### config.mk
export PLATFORM = sky130hd
export DESIGN_NAME = smj_cordic
export DESIGN_NICKNAME = d
export VERILOG_FILES = /design/src/sv/smj_pkg.sv /design/src/sv/smj_cordic.sv
export SDC_FILE = /design/constraint.sdc
export NUM_CORES = 1
export LEC_CHECK = 0
export BUFFER_PORTS_ARGS = -buffer_cell sky130_fd_sc_hd__buf_4
export CAP_MARGIN = 20
export CORE_AREA = 2 2 217 219
export CTS_CLUSTER_DIAMETER = 200
export CTS_CLUSTER_SIZE = 30
export DETAILED_ROUTE_END_ITERATION = 6
export DIE_AREA = 0 0 219 221
export PLACE_DENSITY = 0.58
export SETUP_SLACK_MARGIN = 0.4
export SYNTH_ARGS = -nofsm -noshare
export SYNTH_HDL_FRONTEND = slang
export SYNTH_SLANG_ARGS = --single-unit
### constraint.sdc
create_clock -name clk_i -period 11.6 [get_ports clk_i]
set_input_delay 2.32 -clock clk_i [delete_from_list [all_inputs] [get_ports clk_i]]
set_output_delay 2.32 -clock clk_i [all_outputs]
set_load 0.01 [all_outputs]
### src/sv/smj_pkg.sv
// smj_pkg: shared types, constants and the CORDIC arctangent table for
// spherical_momentum_jacobian. No dependencies.
`timescale 1ns / 1ps
package smj_pkg;

  localparam int EnergyBits     = 24;
  localparam int TrigIterations = 16;
  localparam int CordicSteps    = (TrigIterations < 24) ? TrigIterations : 24;
  localparam int CntW           = $clog2(CordicSteps + 1);

  localparam logic signed [33:0] CordicGain = 34'sd652032874;

  typedef enum logic [1:0] {
    CFG_ENERGY  = 2'd0,
    CFG_POLAR   = 2'd1,
    CFG_AZIMUTH = 2'd2
  } cfg_idx_e;

  typedef enum logic [3:0] {
    ST_IDLE,
    ST_TH_START,
    ST_TH_RUN,
    ST_PH_START,
    ST_PH_RUN,
    ST_MUL_PT,
    ST_MUL_PZ,
    ST_MUL_X,
    ST_MUL_Y,
    ST_MUL_DXE,
    ST_MUL_DYE,
    ST_MUL_DXT,
    ST_MUL_DYT,
    ST_MUL_LAST,
    ST_OUT
  } state_e;

  // Control from the sequencer to the CORDIC unit
  typedef struct packed {
    logic               start;
    logic signed [16:0] angle;
  } cordic_ctl_t;

  function automatic logic signed [33:0] atan_entry(input logic [4:0] i);
    logic signed [33:0] r;
    begin
      unique case (i)
        5'd0:  r = 34'sh20000000;
        5'd1:  r = 34'sh12E4051E;
        5'd2:  r = 34'sh09FB385B;
        5'd3:  r = 34'sh051111D4;
        5'd4:  r = 34'sh028B0D43;
        5'd5:  r = 34'sh0145D7E1;
        5'd6:  r = 34'sh00A2F61E;
        5'd7:  r = 34'sh00517C55;
        5'd8:  r = 34'sh0028BE53;
        5'd9:  r = 34'sh00145F2F;
        5'd10: r = 34'sh000A2F98;
        5'd11: r = 34'sh000517CC;
        5'd12: r = 34'sh00028BE6;
        5'd13: r = 34'sh000145F3;
        5'd14: r = 34'sh0000A2FA;
        5'd15: r = 34'sh0000517D;
        5'd16: r = 34'sh000028BE;
        5'd17: r = 34'sh0000145F;
        5'd18: r = 34'sh00000A30;
        5'd19: r = 34'sh00000518;
        5'd20: r = 34'sh0000028C;
        5'd21: r = 34'sh00000146;
        5'd22: r = 34'sh000000A3;
        5'd23: r = 34'sh00000051;
        default: r = '0;
      endcase
      return r;
    end
  endfunction

  // Round-half-up Q2.30 -> Q1.15 with saturation to +-32768
  function automatic logic signed [16:0] to_q15(input logic signed [33:0] v);
    logic signed [34:0] t;
    logic signed [19:0] r;
    begin
      t = 35'(v) + 35'sd16384;
      r = 20'(t >>> 15);
      if (r > 20'sd32768) r = 20'sd32768;
      else if (r < -20'sd32768) r = -20'sd32768;
      return 17'(r);
    end
  endfunction

endpackage

### src/sv/smj_cordic.sv
// smj_cordic: rotation-mode CORDIC, one micro-rotation per cycle.
// Depends on smj_pkg.
`timescale 1ns / 1ps
module smj_cordic (
  input  logic                     clk_i,
  input  logic                     rst_ni,
  input  smj_pkg::cordic_ctl_t     ctl_i,
  output logic                     done_o,
  output logic signed [16:0]       sin_o,
  output logic signed [16:0]       cos_o
);

  logic signed [33:0] x_q, x_d, y_q, y_d, z_q, z_d;
  logic [smj_pkg::CntW-1:0] cnt_q, cnt_d;
  logic busy_q, busy_d, neg_q, neg_d;
  logic signed [16:0] a;
  logic signed [33:0] xs, ys;

  // Quadrant fold and rotation step
  always_comb begin
    x_d = x_q; y_d = y_q; z_d = z_q; cnt_d = cnt_q; busy_d = busy_q; neg_d = neg_q;
    a  = ctl_i.angle;
    xs = x_q >>> cnt_q;
    ys = y_q >>> cnt_q;
    if (ctl_i.start) begin
      neg_d = 1'b0;
      if (a > 17'sd16384) begin
        a = a - 17'sd32768; neg_d = 1'b1;
      end else if (a < -17'sd16384) begin
        a = a + 17'sd32768; neg_d = 1'b1;
      end
      x_d = smj_pkg::CordicGain;
      y_d = '0;
      z_d = 34'(a) <<< 16;
      cnt_d = '0;
      busy_d = 1'b1;
    end else if (busy_q) begin
      if (!z_q[33]) begin
        x_d = x_q - ys; y_d = y_q + xs;
        z_d = z_q - smj_pkg::atan_entry(5'(cnt_q));
      end else begin
        x_d = x_q + ys; y_d = y_q - xs;
        z_d = z_q + smj_pkg::atan_entry(5'(cnt_q));
      end
      cnt_d = cnt_q + 1'b1;
      if (cnt_q == smj_pkg::CntW'(smj_pkg::CordicSteps - 1)) busy_d = 1'b0;
    end
  end

  always_ff @(posedge clk_i or negedge rst_ni) begin
    if (!rst_ni) begin
      busy_q <= 1'b0;
      cnt_q  <= '0;
    end else begin
      busy_q <= busy_d;
      cnt_q  <= cnt_d;
    end
  end

  always_ff @(posedge clk_i) begin
    x_q <= x_d; y_q <= y_d; z_q <= z_d; neg_q <= neg_d;
  end

  assign done_o = !busy_q;
  assign cos_o  = neg_q ? -smj_pkg::to_q15(x_q) : smj_pkg::to_q15(x_q);
  assign sin_o  = neg_q ? -smj_pkg::to_q15(y_q) : smj_pkg::to_q15(y_q);

endmodule

==> results.json <==
{
  "yosys.area.top_type_share": 0.0925,
  "core-area_um2": 46100,
  "hold_viol_final": 0,
  "ys.flop_type": "dfxtp_1",
  "period_minus_slack_ns": 8.14,
  "clockBufferDepth": 2,
  "synth_area_per_cell_um2": 7.70,
  "worstRegToRegCells": 22,
  "fin_tns_setup_ns": 0,
  "place_area_um2": 18700,
  "cts_tree": "yes",
  "ctsHoldBuffers": 0,
  "vias": 18200,
  "root_buffer": "clkbuf_16",
  "gp_congestion": 0.997,
  "timing.fmax_mhz": 123,
  "crit_type": "reg2out",
  "ant_nets": 0,
  "grt_max_degree": 86,
  "core.rowCount": 79,
  "maxSlewHeadroom": 0.298,
  "grt_usage": 0.261,
  "grt_pass1_wl_mm": 98.4,
  "p_seq_frac": 0.132,
  "ys_ff_latch": 109,
  "netlist-cell-type-count": 107,
  "synth-edff-count": 19,
  "syn-num-nets": 2504,
  "crit_path_max_fanout": 21,
  "required_ns": 9.28,
  "finalSetupViolCount": 0,
  "fin_area_um2": 19000,
  "grt_setup_unrepaired": "false",
  "utilization": 0.413,
  "first_iter_violations": 1844,
  "drt-pass1-iter-count": 6,
  "fin_cells": 2895,
  "synth_common_cells": "234 x nor2_1, 232 x nand2_1, 180 x a21oi_1",
  "diodes": 0,
  "grt_pass1_vias": 16800,
  "antenna_found_initial": 1,
  "p_clk_frac": 0.051,
  "final_max_slew_viol_count": 0,
  "cts_resized": 0,
  "rr_startpoint": "cnt_q[0]$_DFFE_PN0P_",
  "routed_wl_mm": 64.5,
  "cap_viol_max_count": 0,
  "dp_hpwl_mm": 47.5,
  "dieArea_um2": 48400,
  "htree_levels": 3,
  "p_sw_frac": 0.534,
  "cts.sinks": 109,
  "ir_drop_uv": 188,
  "overflow": 0,
  "postCtsSetupBuffers": 0,
  "cp-end-kind": "primary output",
  "status": "finished, final reports clean",
  "power_frac_comb": 0.817,
  "worst_pin_slew_ns": 1.05,
  "clk_pin_slew_ns": 0.08,
  "synth.most_common_cell": "nor2_1",
  "p_switching_uw": 3810,
  "start_util": 0.395,
  "start_kind": "register",
  "p_leak_uw": 0.00788,
  "io_pins": 55,
  "arrival_ns": 5.82,
  "min-delay-start": "z_q[8]$_SDFFE_PP0P_",
  "whs_endpoint": "z_q[8]$_SDFFE_PP0P_",
  "rr_endpoint": "x_q[33]$_SDFFE_PP0P_",
  "nNetsFinal": 2425,
  "area_delta_synth_final_pct": 4.67,
  "io_buffer_count": 54,
  "yosys_warnings": 0,
  "drive_gt1_frac": 0.0983,
  "cts_buffers": 9,
  "drc": 0,
  "die_height_um": 221,
  "timing.final.crit_share": 0.702,
  "rrSetupSlack_ns": 4.14,
  "dieWidth_um": 219,
  "via_per_inst": 6.29,
  "regArea_um2": 2410,
  "fillers": 4777,
  "min_path_type": "reg2reg",
  "synth_area_um2": 18200,
  "power_density_nw_per_um2": 375,
  "multi_input_area_um2": 14700,
  "clkLatencyLatePin_ns": 0.42,
  "synthArstFlopShare": 0.0550,
  "finClkSkew_ns": 0.0166,
  "holdPathStages": 2,
  "synthTopCellsByArea": "dfxtp_1 9.3%, ha_1 8.2%, mux4_2 6.7%, xnor2_1 6.6%, mux2i_1 5.7%",
  "ys_seq_area_frac": 0.132,
  "synth_area_leader_cell": "dfxtp_1",
  "wl_per_cell_um": 22.3,
  "netlist_instances": 2362,
  "dp.cells": 2879,
  "p_int_uw": 3330
}
-- state kept, by name (all words and copies together) (netlist names) --
register	flops
y_q	34
cnt_q	5
x_q	34
neg_q	1
z_q	34
busy_q	1
-- critical path, cell delays in order, from the launching register on --
cell and delay (ns):
dfxtp_1 0.54, ha_1 0.31, nand4_1 0.25, nor3_1 0.88
nor2b_1 0.49, or3_1 0.20, a21oi_1 0.07, o22ai_1 0.15
o21a_1 0.58, nand2b_1 0.22, ha_1 0.33, nand2b_1 0.12
a21o_1 0.20, a21oi_1 0.21, o211ai_1 0.15, nor2_1 0.13
o21a_1 0.14, a31oi_1 0.09, xor2_1 0.17, buf_4 0.16
-- routing by layer --
metal  GRT usage  wire length, um  vias to the layer above
li1            -                -                     8558
met1       0.355            28200                     8724
met2       0.401            28400                      802
met3      0.0557             5390                      134
met4       0.104             2480                        0
met5           0                0                        -
-- power groups by stage --
stage	combinational [uW]	sequential [uW]	clock, uW
after floorplan	4610	699	0
after global placement	5670	926	0
after detailed placement	5720	935	0
after CTS	5760	929	376
after global routing	6460	966	387
final	5830	941	363
-- final cells by class --
cell class	count	share of cell area
inverters	58	0.0114
flip-flops and latches	109	0.127
repair buffers	81	0.0318
well taps	607	0.0399
clock inverters	5	0.00349
multi-input cells	2024	0.773
clock buffers	11	0.0130
-- cells in the final DEF (no fill, tap or decap), drive strengths merged, types with 10 or more instances in the layout --
cell type	n
a211oi	40
a21o	49
a21oi	180
a221o	10
a22oi	11
a31oi	50
and2	23
and3	29
buf	81
clkbuf	11
dfxtp	84
edfxtp	19
ha	119
inv	58
mux2	31
mux2i	106
mux4	64
nand2	232
nand2b	25
nand3	55
nand4	18
nor2	235
nor2b	28
nor3	53
nor4	20
o211ai	18
o21a	25
o21ai	144
o21bai	15
o22ai	19
o31ai	13
or2	12
or3	15
xnor2	136
xor2	98
-- worst max path at each step --
stage | slack (ns) | to | startpoint | cells after the start
floorplan | 4.86 | cos_o[16] | x_q[20]$_SDFFE_PP1P_ | 21
finish | 3.46 | sin_o[16] | y_q[15]$_SDFFE_PP0P_ | 19
global route | 2.96 | sin_o[16] | y_q[15]$_SDFFE_PP0P_ | 19
CTS | 3.54 | sin_o[16] | y_q[15]$_SDFFE_PP0P_ | 19
global placement | 4.25 | sin_o[16] | y_q[15]$_SDFFE_PP0P_ | 19
detailed placement | 3.99 | sin_o[16] | y_q[15]$_SDFFE_PP0P_ | 19
-- cells by family after synthesis --
logic type,count (synthesis),share of synthesized area
fa+ha+maj,122,0.0852
flops,109,0.132
compound gates,684,0.245
simple gates,783,0.207
xor+xnor,234,0.113
buf+inv,229,0.0586
mux,201,0.160
-- metrics by stage --
step                      hold slack [ns]  setup WS [ns]  total power, uW
after CTS                           0.477           3.54             7070
final                               0.473           3.46             7130
after floorplan                     0.432           4.86             5310
after detailed placement            0.459           3.99             6660
after global placement              0.444           4.25             6590
after global routing                0.505           2.96             7810
No activity file was read; power rests on OpenSTA's default activity.
