==> src/sv/smj_pkg.sv <==
// smj_pkg: shared types, constants and the CORDIC arctangent table for
// spherical_momentum_jacobian. No dependencies.
`timescale 1ns / 1ps
package smj_pkg;

  localparam int EnergyBits     = 24;
  localparam int TrigIterations = 16;
  localparam int CordicSteps    = (TrigIterations < 24) ? TrigIterations : 24;
  localparam int CntW           = $clog2(CordicSteps + 1);

  localparam logic signed [33:0] CordicGain = 34'sd652032874;

  typedef enum logic [1:0] {
    CFG_ENERGY  = 2'd0,
    CFG_POLAR   = 2'd1,
    CFG_AZIMUTH = 2'd2
  } cfg_idx_e;

  typedef enum logic [3:0] {
    ST_IDLE,
    ST_TH_START,
    ST_TH_RUN,
    ST_PH_START,
    ST_PH_RUN,
    ST_MUL_PT,
    ST_MUL_PZ,
    ST_MUL_X,
    ST_MUL_Y,
    ST_MUL_DXE,
    ST_MUL_DYE,
    ST_MUL_DXT,
    ST_MUL_DYT,
    ST_MUL_LAST,
    ST_OUT
  } state_e;

  // Control from the sequencer to the CORDIC unit
  typedef struct packed {
    logic               start;
    logic signed [16:0] angle;
  } cordic_ctl_t;

  function automatic logic signed [33:0] atan_entry(input logic [4:0] i);
    logic signed [33:0] r;
    begin
      unique case (i)
        5'd0:  r = 34'sh20000000;
        5'd1:  r = 34'sh12E4051E;
        5'd2:  r = 34'sh09FB385B;
        5'd3:  r = 34'sh051111D4;
        5'd4:  r = 34'sh028B0D43;
        5'd5:  r = 34'sh0145D7E1;
        5'd6:  r = 34'sh00A2F61E;
        5'd7:  r = 34'sh00517C55;
        5'd8:  r = 34'sh0028BE53;
        5'd9:  r = 34'sh00145F2F;
        5'd10: r = 34'sh000A2F98;
        5'd11: r = 34'sh000517CC;
        5'd12: r = 34'sh00028BE6;
        5'd13: r = 34'sh000145F3;
        5'd14: r = 34'sh0000A2FA;
        5'd15: r = 34'sh0000517D;
        5'd16: r = 34'sh000028BE;
        5'd17: r = 34'sh0000145F;
        5'd18: r = 34'sh00000A30;
        5'd19: r = 34'sh00000518;
        5'd20: r = 34'sh0000028C;
        5'd21: r = 34'sh00000146;
        5'd22: r = 34'sh000000A3;
        5'd23: r = 34'sh00000051;
        default: r = '0;
      endcase
      return r;
    end
  endfunction

  // Round-half-up Q2.30 -> Q1.15 with saturation to +-32768
  function automatic logic signed [16:0] to_q15(input logic signed [33:0] v);
    logic signed [34:0] t;
    logic signed [19:0] r;
    begin
      t = 35'(v) + 35'sd16384;
      r = 20'(t >>> 15);
      if (r > 20'sd32768) r = 20'sd32768;
      else if (r < -20'sd32768) r = -20'sd32768;
      return 17'(r);
    end
  endfunction

endpackage

==> src/sv/smj_mul.sv <==
// smj_mul: shared registered Q1.15 rounding multiplier, floor((a*b+16384)/32768).
// Depends on smj_pkg.
`timescale 1ns / 1ps
module smj_mul (
  input  logic                                  clk_i,
  input  logic signed [smj_pkg::EnergyBits:0]   a_i,
  input  logic signed [16:0]                    b_i,
  output logic signed [smj_pkg::EnergyBits:0]   p_o
);

  localparam int PW = smj_pkg::EnergyBits + 18;
  logic signed [PW-1:0] prod;

  // Rounded product, truncated to the result width
  always_comb begin
    prod = PW'(a_i) * PW'(b_i) + PW'(16384);
  end

  always_ff @(posedge clk_i) begin
    p_o <= (smj_pkg::EnergyBits + 1)'(prod >>> 15);
  end

endmodule

==> config.mk <==
export PLATFORM = sky130hd
export DESIGN_NAME = smj_mul
export DESIGN_NICKNAME = d
export VERILOG_FILES = /design/src/sv/smj_pkg.sv /design/src/sv/smj_mul.sv
export SDC_FILE = /design/constraint.sdc
export NUM_CORES = 1
export LEC_CHECK = 0
export ABC_AREA = 1
export ABC_CLOCK_PERIOD_IN_PS = 14460
export BUFFER_PORTS_ARGS = -buffer_cell sky130_fd_sc_hd__buf_2
export CORE_UTILIZATION = 28
export CTS_BUF_LIST = sky130_fd_sc_hd__clkbuf_4
export DETAILED_ROUTE_END_ITERATION = 10
export MAX_ROUTING_LAYER = met4
export SYNTH_ARGS = -nofsm -noshare
export SYNTH_HDL_FRONTEND = slang
export SYNTH_SLANG_ARGS = --single-unit
export TNS_END_PERCENT = 1
==> constraint.sdc <==
create_clock -name clk_i -period 14.46 [get_ports clk_i]
set_clock_uncertainty 0.2 [all_clocks]
set_input_delay 2.892 -clock clk_i [delete_from_list [all_inputs] [get_ports clk_i]]
set_output_delay 2.892 -clock clk_i [all_outputs]
set_load 0.1 [all_outputs]
==> qor.csv, run 1 <==
metric;value;unit
status;completed;
holdWs;3.262;ns
cp-start-kind;input pin;
grt_setup_unrepaired;no;
portBuffers;67;
worstPathMaxFanout;25;
gp_congestion;0.9007;
crit_family;adder cells;
drt_iter0_drc;782;
synth_edf_count;0;
synth_xor_area_share;1.377;%
wl_per_cell;14.47;um
crit_path_end_kind;register;
crit_cells;21;
track_usage;15.39;%
synthMuxAreaShare;0;%
clockBufferDepth;2;
drv_cap;0;
grt_pass1_wl;68530;um
hold_violations;0;
largest_reg_flops;25;
synth_common_cells;658 x inv_1, 548 x nand2_1, 402 x fa_1;
io_pins;68;
gr-total-overflow;0;
drc;0;
synth_most_common_cell;inv_1;
ctsResizeCount;0;
die_width;240.3;um
worst_slack;5.873;ns
die_y;240.3;um
critPathMaxStageDelay;0.75;ns
yosysSeqAreaShare;3.148;%
start_util;28.58;%
synth_area_per_cell;7.692;sq um
synth-async-reset-ratio;0;%
synth_cell_types;34;
synthTopCellsByArea;fa_1 51%, inv_1 16%, nand2_1 13%;
synth_fa_ha_area_share;57.85;%
vias;12060;
crit_path_end;p_o[24];
area_delta_synth_final;6.012;%
yosysWarnings;0;
cp_common_cell;fa_1;
fin_nets;2581;
fin_crit;8.587;ns
arrival;8.63;ns
setup_viol_count_final;0;
hold_class;in2reg;
synth_top_area_cell;fa_1;
top_regs;p_o (25);
final_antenna_net_count;0;
slowest_stage;fa_1;
crit_path_start;b_i[2];
drive_gt1_share;4.209;%
clkTransAtPathRegs;0.15;ns
root_buffer;clkbuf_4;
synthSimpleGateAreaFrac;16.89;%
drt-vias-per-instance;4.318;
totalWireLength;40420;um
slew_headroom;31.35;%
synth_cells;2067;
drt_first_pass_iters;5;
critPathRequiredTime;14.50;ns
timing.final.crit_share;59.39;%
dp_hpwl;34470;um
grt_max_degree;28;
path_buf_inv;6;
synth_seq_cells;25;
ctsHtreeMaxLevel;1;
cts_made_buffers;3;
syn_area;15900;sq um
max_freq;0.1165;GHz
pre_cts_slack;5.549;ns
slew_viol_final;0;
cts_setup_buffers;0;
path_class;in2reg;
ctsHoldBuffers;0;
tightest_slew;1.029;ns
fillers;6084;
die_area;57740;sq um
antenna_found_initial;2;
syn-num-nets;2604;
fin_tns_setup;0;ns
synth_top_family_by_area;adder cells;
regMostFlops;p_o;
rows;86;
multi_input_area;12560;sq um
synth_ff_type;dfxtp_1;
grt_pass1_vias;13140;
core-area;55630;sq um
synth_top_area_share;50.61;%
register_area;500.5;sq um
tritoncts;done;
synth_compound_area_share;2.880;%
cts_sinks;25;
path_cells;buf_2, nand2_1, inv_1, fa_1, fa_1, inv_1, fa_1, fa_1, fa_1, fa_1, inv_1, ha_1, inv_1, nor3_1, nand2_1, nor2_1, nand3_1, nand3_1, inv_1, nand2_1, nand2_1;
==> how the worst min path moves through the flow <==
| stage | start | depth (start not counted) | end | slack (ns) |
|---|---|---|---|---|
| global placement | p_o[6] | 1 | p_o[6] | 3.24 |
| floorplan | a_i[0] | 7 | p_o[22] | 3.15 |
| detailed placement | p_o[6] | 1 | p_o[6] | 3.24 |
| CTS | a_i[24] | 8 | p_o[24] | 3.25 |
| finish | a_i[24] | 7 | p_o[24] | 3.26 |
| global route | a_i[24] | 8 | p_o[24] | 3.30 |
==> routing by layer <==
| metal | global-route usage [%] | vias up | share of wire (%) |
|---|---|---|---|
| li1 | - | 5641 | - |
| met1 | 20.28 | 6078 | 45 |
| met2 | 26.53 | 313 | 50 |
| met3 | 1.251 | 28 | 4.9 |
| met4 | 1.660 | 0 | 0.67 |
| met5 | - | - | 0 |
==> layout by cell type, fill, tap and decap left out, types with 2 or more instances in the layout <==
cell type  netlist  layout
a21o_1           4       4
a21oi_1         38      38
a31oi_1          4       4
buf_2            1      67
buf_4            0       2
clkbuf_4         0       3
dfxtp_1         25      25
diode_2          0       2
fa_1           402     402
ha_1            92      92
inv_1          658     658
nand2_1        548     548
nand2_2          3       3
nand3_1         25      25
nand3b_1         2       2
nand4_1          5       5
nor2_1          82      82
nor3_1           4       4
nor4_1           2       2
o21a_1           4       4
o21ai_0         22      22
o21bai_1         7       7
or2_1            3       3
or2_2            6       6
xnor2_1         10      10
xor2_1          15      15
==> cells by family after synthesis <==
kind of cell	after synthesis
compound gates	82
xor+xnor	25
fa+ha+maj	494
buf+inv	756
flops	25
simple gates	685
==> through the flow <==
stage	utilization, %	cells	cell area [sq um]
after floorplan	-	2067	15900
after global placement	30.24	2787	16820
after detailed placement	30.24	2787	16820
after CTS	30.29	2791	16850
after global routing	30.30	2793	16860
final	30.30	2793	16860
==> worst min-delay path, delay by kind of cell <==
kind	cells	cell delay, ns
xor gates and xnor gates	1	0.10
buffers and inverters	1	0.21
and+or+nand+nor	5	0.55
==> final cells by class <==
cell class | count | area share (%)
sequential | 25 | 2.969
clock buffer | 3 | 0.1336
multi-input combinational | 1286 | 74.52
timing repair buffer | 69 | 2.078
inverter | 659 | 14.67
antenna | 2 | 0.02969
tap | 748 | 5.552
clock inverter | 1 | 0.04454
Power of run 1 is left out: the tool's default activity adds up to more than one toggle a clock period on the data nets, which glitch-free logic cannot reach.
==> run 2, diff against run 1 <==
--- a/config.mk
+++ b/config.mk
@@ -6,7 +6,7 @@
 export NUM_CORES = 1
 export LEC_CHECK = 0
 export ABC_AREA = 1
-export ABC_CLOCK_PERIOD_IN_PS = 14460
+export ABC_CLOCK_PERIOD_IN_PS = 7900
 export BUFFER_PORTS_ARGS = -buffer_cell sky130_fd_sc_hd__buf_2
 export CORE_UTILIZATION = 28
 export CTS_BUF_LIST = sky130_fd_sc_hd__clkbuf_4
==> constraint.sdc (replaced) <==
create_clock -name clk_i -period 7.9 [get_ports clk_i]
set_clock_uncertainty 0.2 [all_clocks]
set_input_delay 1.58 -clock clk_i [delete_from_list [all_inputs] [get_ports clk_i]]
set_output_delay 1.58 -clock clk_i [all_outputs]
set_load 0.1 [all_outputs]
==> run 2 against run 1 <==
Die area unchanged. First-iteration DRC count down 27%. Count of clock-buffer cells in the layout up 1. Setup slack worse by 5.2 ns. Via count about the same. Non-clock buffer count up 14.
==> qor.csv, run 2 (synthesized netlist as in run 1, its figures left out) <==
metric;value;unit
fin_tns_setup;0;ns
worst_hold_path.endpoint;p_o[7];
worstPathMaxFanout;25;
ctsHoldBuffers;0;
tritoncts;done;
track_usage;15.71;%
path_cells;buf_2, nand2_1, inv_1, fa_1, fa_1, inv_1, fa_1, fa_1, inv_1, fa_1, fa_1, ha_1, nand2_1, nor3_1, nand2_1, nor2_1, nand3_1, nand4_1, nand2_1;
fin_nets;2595;
path_buf_inv;4;
final_common_cell;inv_1;
slew_headroom;49.19;%
vias;12070;
final_antenna_net_count;0;
start_util;28.58;%
crit_family;adder cells;
gp_congestion;0.9152;
die_area;57740;sq um
path_class;in2reg;
io_pins;68;
dp_hpwl;35500;um
cts_sinks;25;
dpl_cell_area;16930;sq um
final_cell_area;16960;sq um
gr-total-overflow;0;
cp_common_cell;fa_1;
final_cell_mix;658 x inv_1, 548 x nand2_1, 402 x fa_1, 92 x ha_1, 82 x nor2_1;
drt-vias-per-instance;4.298;
critPathMaxStageDelay;0.73;ns
fin_crit;7.237;ns
hp-start;a_i[0];
die_y;240.3;um
drt_iter0_drc;572;
root_buffer;clkbuf_4;
cts_setup_buffers;0;
clkTransAtPathRegs;0.13;ns
slew_viol_final;0;
area_delta_synth_final;6.689;%
status;completed;
critPathRequiredTime;7.93;ns
fillers;6058;
worstHoldPathCells;7;
grt_pass1_vias;13540;
cp-start-kind;input pin;
largest_reg_flops;25;
slowest_stage;fa_1;
setup_viol_count_final;0;
rows;86;
antenna_found_initial;4;
cts_made_buffers;3;
core-area;55630;sq um
drv_cap;0;
arrival;7.26;ns
totalWireLength;40500;um
crit_cells;19;
drive_gt1_share;4.861;%
hold_class;in2reg;
ctsHtreeMaxLevel;1;
grt_setup_unrepaired;no;
ctsResizeCount;0;
wl_per_cell;14.42;um
max_freq;0.1382;GHz
grt_max_degree;28;
die_width;240.3;um
timing.final.crit_share;91.61;%
regMostFlops;p_o;
clockBufferDepth;2;
top_regs;p_o (25);
crit_path_end_kind;register;
hold_violations;0;
portBuffers;67;
tightest_slew;0.7612;ns
utilization;30.49;%
grt_pass1_wl;70110;um
drc;0;
drt_first_pass_iters;5;
[run 2: changes by cell type in the layout (fill, tap and decap cells not counted)]
| cell | before | now |
|---|---|---|
| buf_4 | 2 | 16 |
| diode_2 | 2 | 3 |
| clkbuf_4 | 3 | 4 |
| clkinvlp_4 | 1 | 0 |
[run 2: cell type report]
type                    instances  area (sq um)  share of cell area, %
repair buffers                 83         455.4                  2.685
clock buffers                   4         30.03                 0.1770
well taps                     748         935.9                  5.517
inverters                     659          2474                  14.58
flip-flops and latches         25         500.5                  2.950
multi-input cells            1286         12560                  74.04
diodes                          3         7.507                0.04425
[run 2: worst max-delay path by stage]
stage	start	end	slack [ns]
2_1_floorplan	a_i[24]	p_o[20]	0.94
3_3_place_gp	b_i[3]	p_o[23]	0.36
3_5_place_dp	b_i[3]	p_o[23]	0.35
4_1_cts	b_i[3]	p_o[23]	0.70
5_1_grt	b_i[3]	p_o[23]	0.31
6_report	b_i[3]	p_o[23]	0.66
[run 2: layer usage]
layer / track usage [%] / up-vias / part of all wire (%)
met5: - / - / 0
met4: 2.104 / 0 / 1.3
met3: 1.596 / 48 / 4.9
met2: 27.20 / 281 / 49
met1: 20.25 / 6063 / 44
li1: - / 5678 / -
[run 2: stage by stage]
| stage | hold WS, ns | setup slack, ns | std cells |
|---|---|---|---|
| after floorplan | 1.840 | 0.9410 | 2067 |
| after global placement | 1.932 | 0.3582 | 2801 |
| after detailed placement | 1.933 | 0.3526 | 2801 |
| after CTS | 1.906 | 0.7013 | 2805 |
| after global routing | 1.985 | 0.3114 | 2808 |
| final | 1.928 | 0.6627 | 2808 |
[run 2: tightest hold or removal path, stage by stage]
cell and delay (ns):
buf_2 0.25, nand2_1 0.15, nor2_2 0.04, nand3_1 0.07, nand2_2 0.08, a21oi_1 0.16
xnor2_1 0.07
Power of run 2 is left out for the same reason.
